===== config.mk =====
export PLATFORM = sky130hd
export DESIGN_NAME = tnu_div_cell
export DESIGN_NICKNAME = d
export VERILOG_FILES = /design/src/rtl/tnu_pkg.sv /design/src/rtl/tnu_div_cell.sv
export SDC_FILE = /design/constraint.sdc
export NUM_CORES = 1
export LEC_CHECK = 0
export ABC_CLOCK_PERIOD_IN_PS = 3980
export BUFFER_PORTS_ARGS = -buffer_cell sky130_fd_sc_hd__buf_2
export CAP_MARGIN = 40
export CORE_MARGIN = 3
export CORE_UTILIZATION = 51
export CTS_CLUSTER_SIZE = 14
export DETAILED_ROUTE_END_ITERATION = 8
export GPL_ROUTABILITY_DRIVEN = 0
export PLACE_DENSITY = 0.92
export SYNTH_ARGS = -nofsm -noshare
export SYNTH_HDL_FRONTEND = slang
export SYNTH_SLANG_ARGS = --single-unit

===== constraint.sdc =====
create_clock -name clk_i -period 3.98 [get_ports clk_i]
set_input_delay 0.796 -clock clk_i [delete_from_list [all_inputs] [get_ports clk_i]]
set_output_delay 0.796 -clock clk_i [all_outputs]
set_load 0.02 [all_outputs]

===== src/rtl/tnu_pkg.sv =====
package tnu_pkg;

  localparam int CoordBits    = 16;
  localparam int NormFracBits = 14;

  localparam int EdgeBits  = CoordBits + 1;
  localparam int ProdBits  = 2 * EdgeBits;
  localparam int CrossBits = ProdBits + 1;
  localparam int MagBits   = CrossBits - 1;
  localparam int HalfBits  = (MagBits + 1) / 2;
  localparam int HighBits  = MagBits - HalfBits;
  localparam int SqBits    = 2 * MagBits;
  localparam int SumBits   = 2 * MagBits + 2;
  localparam int RootBits  = SumBits / 2;
  localparam int RemBits   = RootBits + 3;
  localparam int OutBits   = NormFracBits + 2;

  typedef struct packed {
    logic signed [CoordBits-1:0] a_x;
    logic signed [CoordBits-1:0] a_y;
    logic signed [CoordBits-1:0] a_z;
    logic signed [CoordBits-1:0] b_x;
    logic signed [CoordBits-1:0] b_y;
    logic signed [CoordBits-1:0] b_z;
    logic signed [CoordBits-1:0] c_x;
    logic signed [CoordBits-1:0] c_y;
    logic signed [CoordBits-1:0] c_z;
  } tri_t;

  typedef struct packed {
    logic signed [OutBits-1:0] normal_x;
    logic signed [OutBits-1:0] normal_y;
    logic signed [OutBits-1:0] normal_z;
    logic                      degenerate;
  } normal_t;

  typedef struct packed {
    logic [RemBits-1:0]  rem;
    logic [RootBits-1:0] root;
    logic [SumBits-1:0]  sum;
  } isqrt_t;

  typedef struct packed {
    logic [RootBits-1:0]     r;
    logic [NormFracBits-1:0] q;
    logic                    sat;
    logic                    neg;
  } div_t;

endpackage


===== src/rtl/tnu_div_cell.sv =====
module tnu_div_cell (
  input  logic                         clk_i,
  input  logic                         en_i,
  input  logic [tnu_pkg::RootBits-1:0] len_i,
  input  tnu_pkg::div_t                in_i,
  output tnu_pkg::div_t                out_o
);

  localparam int RootBits = tnu_pkg::RootBits;
  localparam int FracBits = tnu_pkg::NormFracBits;

  logic [RootBits:0] r_sh;
  logic              ge;
  tnu_pkg::div_t     cell_d, cell_q;

  always_comb begin
    r_sh = {in_i.r, 1'b0};
    ge   = r_sh >= {1'b0, len_i};
    cell_d     = in_i;
    cell_d.r   = ge ? RootBits'(r_sh - {1'b0, len_i}) : RootBits'(r_sh);
    cell_d.q   = {in_i.q[FracBits-2:0], ge};
  end

  always_ff @(posedge clk_i) begin
    if (en_i) begin
      cell_q <= cell_d;
    end
  end

  assign out_o = cell_q;

endmodule


Word-level counts from Yosys, hierarchy flattened:

Index checks and enable logic that the tools add are counted.
W data, S select, Z words.

* order comparisons: 1
* $add $sub $neg: 1
* muxes and demuxes: 1

Operators by type and width (count)
* $ge A36 B35 Y1: 1
* $mux W35: 1
* $sub A35 B35 Y35: 1

* logic and storage cells: 8
* bits of input ports: 88
* output and inout port bits: 51
* register bits after elaboration: 51

Depth between registers and ports, before layout:

* word-level depth: 2
* depth in mapped cells: 13

Worst setup path after synthesis:

OpenSTA, ideal clock, no wires.

* kind: input to register
* from: in len_i[0] in the netlist's numbering
* to: reg cell_q, in the netlist out_o[17], data pin
* setup slack: 0.660 ns
* setup time: 0.262 ns
* path buffers: 1
* arrival time: 3.058 ns
* stages: 10
* cell sequence: inv_1 -> fa_1 -> a211oi_1 -> o21a_1 -> a2111oi_2 -> nor3_1 -> o21ai_2 -> o21ai_2 -> buf_2 -> mux2_1

RTL lines
* from (decl): line tnu_div_cell.sv:4 `input logic [tnu_pkg::RootBits-1:0] len_i,`
* to (signal assigned): line tnu_div_cell.sv:26 `cell_q <= cell_d;`
* to (decl): line tnu_div_cell.sv:14 `tnu_pkg::div_t cell_d, cell_q;`

==> flow_summary.toml <==
[layout]
drive_above_1_share_pct = 28.4
stdcell_area_um2 = 4840
diodes = 0
layout_common_cells = "buf_2 (137), nand2_1 (57), edfxtp_1 (51)"
nets = 689
final_common_cell = "buf_2"
largest_reg_flops = 51
syn_to_final_growth_pct = 22.6

[min_path]
hold_path_class = "primary input to flip-flop"
hold_path_depth = 1

[worst_setup_path]
cp.arrival_ps = 3470
critPathSlowestCell = "fa_1"
cp-end-kind = "flip-flop"
crit_fanout = 16
max_stage_delay_ps = 490
crit_path_start = "len_i[0]"
endpoint = "out_o[25]"
crit_path_start_kind = "primary input"
critPathKind = "primary input to flip-flop"
worstPathRequired_ps = 4040
worstPathCellList = "buf_2 -> inv_1 -> fa_1 -> a211oi_1 -> o21a_1 -> a2111oi_2 -> nor3_1 -> o21ai_2 -> o21ai_4 -> buf_4 -> o21ai_1"

[synth]
syn_nets = 558
synth.distinct_cells = 51
ys.flop_type = "edfxtp_1"
yosysSeqAreaShare_pct = 38.8
async_flop_share_pct = 0
yosys_warnings = 0
syn-mean-instance-area_um2 = 9.10
synth_edf_count = 51
synth_seq_cells = 51
synth_area_um2 = 3950
postSynthCellCount = 434

[routing]
vias_per_cell = 5.48
wl_per_cell_um = 14.6
wl_mm = 9.68
vias = 3643
ant_nets = 0
drtIter0Drc = 168
route.detailed.drc = 0
first_pass_iters = 5

[timing]
max_freq_mhz = 293
period_needed_ps = 3410
fin_setup_tns_ps = 0
worst_slew_pin_slew_ps = 689
slew_viol_final = 0
relSlewSlack_pct = 54.1
setup_slack_ps = 571
setup_viol = 0
hold_slack_ps = 663
hold_viol_final = 0
rsz0062_at_grt = "false"
period_share_pct = 85.7

[power]
power.switching_mw = 0.641
p_clk_share_pct = 18.7
vdd_drop_max_mv = 0.144
intPower_mw = 1.09
power.share.switching_pct = 36.9
power_density_nw_per_um2 = 358
power_leakage_nw = 2.28
power.share.combinational_pct = 40.4
power.share.sequential_pct = 40.9

[grt]
grt_max_degree = 36
globalRoute.totalOverflow = 0
grt_first_pass_wirelength_mm = 15.4
antenna_found_initial = 0
grt_usage_pct = 21.5
grt_pass1_vias = 3475

[floorplanning]
die_x_um = 94.0
io_pins = 139
die_area_um2 = 8830
num_rows = 31
start_util_pct = 53.6
die_h_um = 94.0
coreArea_um2 = 7370

[placement]
placed_area_um2 = 4740
dpl_worst_slack_ps = 253
place_hpwl_mm = 7.80
io_buffer_count = 137

[flow_run]
maxCapViolations = 0

[clock_network]
clock-sinks = 51
clockBufferDepth = 2
numCtsBuffers = 5
cts_tree = "yes"
cts_max_level = 2
post_cts_buffers = 0
clk_pin_slew_worst_paths_ps = 100
cts_root_buffer = "clkbuf_8"
cts_hold_buf = 0
cts-resized-gates = 0

[run_status]
status = "finished clean"
==> power groups by stage <==
stage	Combinational, mW	Sequential, mW	Clock, mW
floorplan	0.372	0.828	0
global placement	0.672	0.721	0
detailed placement	0.696	0.723	0
CTS	0.698	0.711	0.334
global route	0.769	0.717	0.363
finish	0.701	0.710	0.325
==> cells by family (layout without fill, tap and decap cells) <==
group           Yosys count  count (layout)  synth area share, %
compound gates          138             138                 22.7
mux                       3               3                0.824
fa+ha+maj                36              36                 11.6
flops                    51              51                 38.8
simple gates            110             110                 12.9
buf+inv                  66             198                 6.47
xor+xnor                 30              30                 6.66
==> cell type report <==
cell class / count / area (µm²)
fill: 574 / 2530
multi-input combinational: 317 / 2170
sequential: 51 / 1530
timing repair buffer: 143 / 743
inverter: 47 / 176
tap: 99 / 124
clock buffer: 5 / 68.8
clock inverter: 3 / 28.8
==> cells in the mapped netlist (all sizes together), types with 3 or more instances <==
| library cell | number | area (µm²) |
|---|---|---|
| o21a | 4 | 30.0 |
| ha | 35 | 438 |
| nand4 | 13 | 87.6 |
| a31oi | 4 | 25.0 |
| nor2 | 17 | 63.8 |
| inv | 47 | 176 |
| edfxtp | 51 | 1530 |
| nor4 | 3 | 18.8 |
| xor2 | 14 | 123 |
| o31ai | 3 | 50.1 |
| and4 | 3 | 26.3 |
| xnor2 | 16 | 140 |
| buf | 6 | 30.0 |
| a211oi | 6 | 45.0 |
| clkbuf | 13 | 48.8 |
| nand3 | 6 | 30.0 |
| nand2 | 57 | 214 |
| a21o | 16 | 120 |
| o21ai | 50 | 262 |
| o211ai | 4 | 35.0 |
| a21oi | 33 | 165 |
==> per-layer routing <==
layer / wire length, µm / track usage, % / vias up
met5: 0 / 0 / -
met4: 93 / 4.93 / 0
met3: 764 / 4.09 / 13
met2: 4830 / 39.1 / 161
met1: 3990 / 26.2 / 1642
li1: - / - / 1827
==> critical path, delay by kind of cell <==
kind / cells / cell delay (ps)
fa+ha+maj: 1 / 490
simple gates: 1 / 360
compound gates: 6 / 1360
buf+inv: 3 / 440
==> through the flow <==
stage	total power, mW	util [%]	instances
floorplan	1.20	-	434
global placement	1.39	64.4	657
detailed placement	1.42	64.4	657
CTS	1.74	65.7	665
global route	1.85	65.7	665
finish	1.74	65.7	665
==> worst min-delay path by stage <==
| stage | from | end | slack, ps |
|---|---|---|---|
| 6_report | in_i[10] | out_o[11] | 660 |
| 2_1_floorplan | in_i[0] | out_o[0] | 890 |
| 5_1_grt | in_i[7] | out_o[8] | 650 |
| 3_5_place_dp | in_i[14] | out_o[15] | 970 |
| 4_1_cts | in_i[14] | out_o[15] | 660 |
| 3_3_place_gp | in_i[2] | out_o[3] | 970 |
Power figures use the tool's default switching activity.
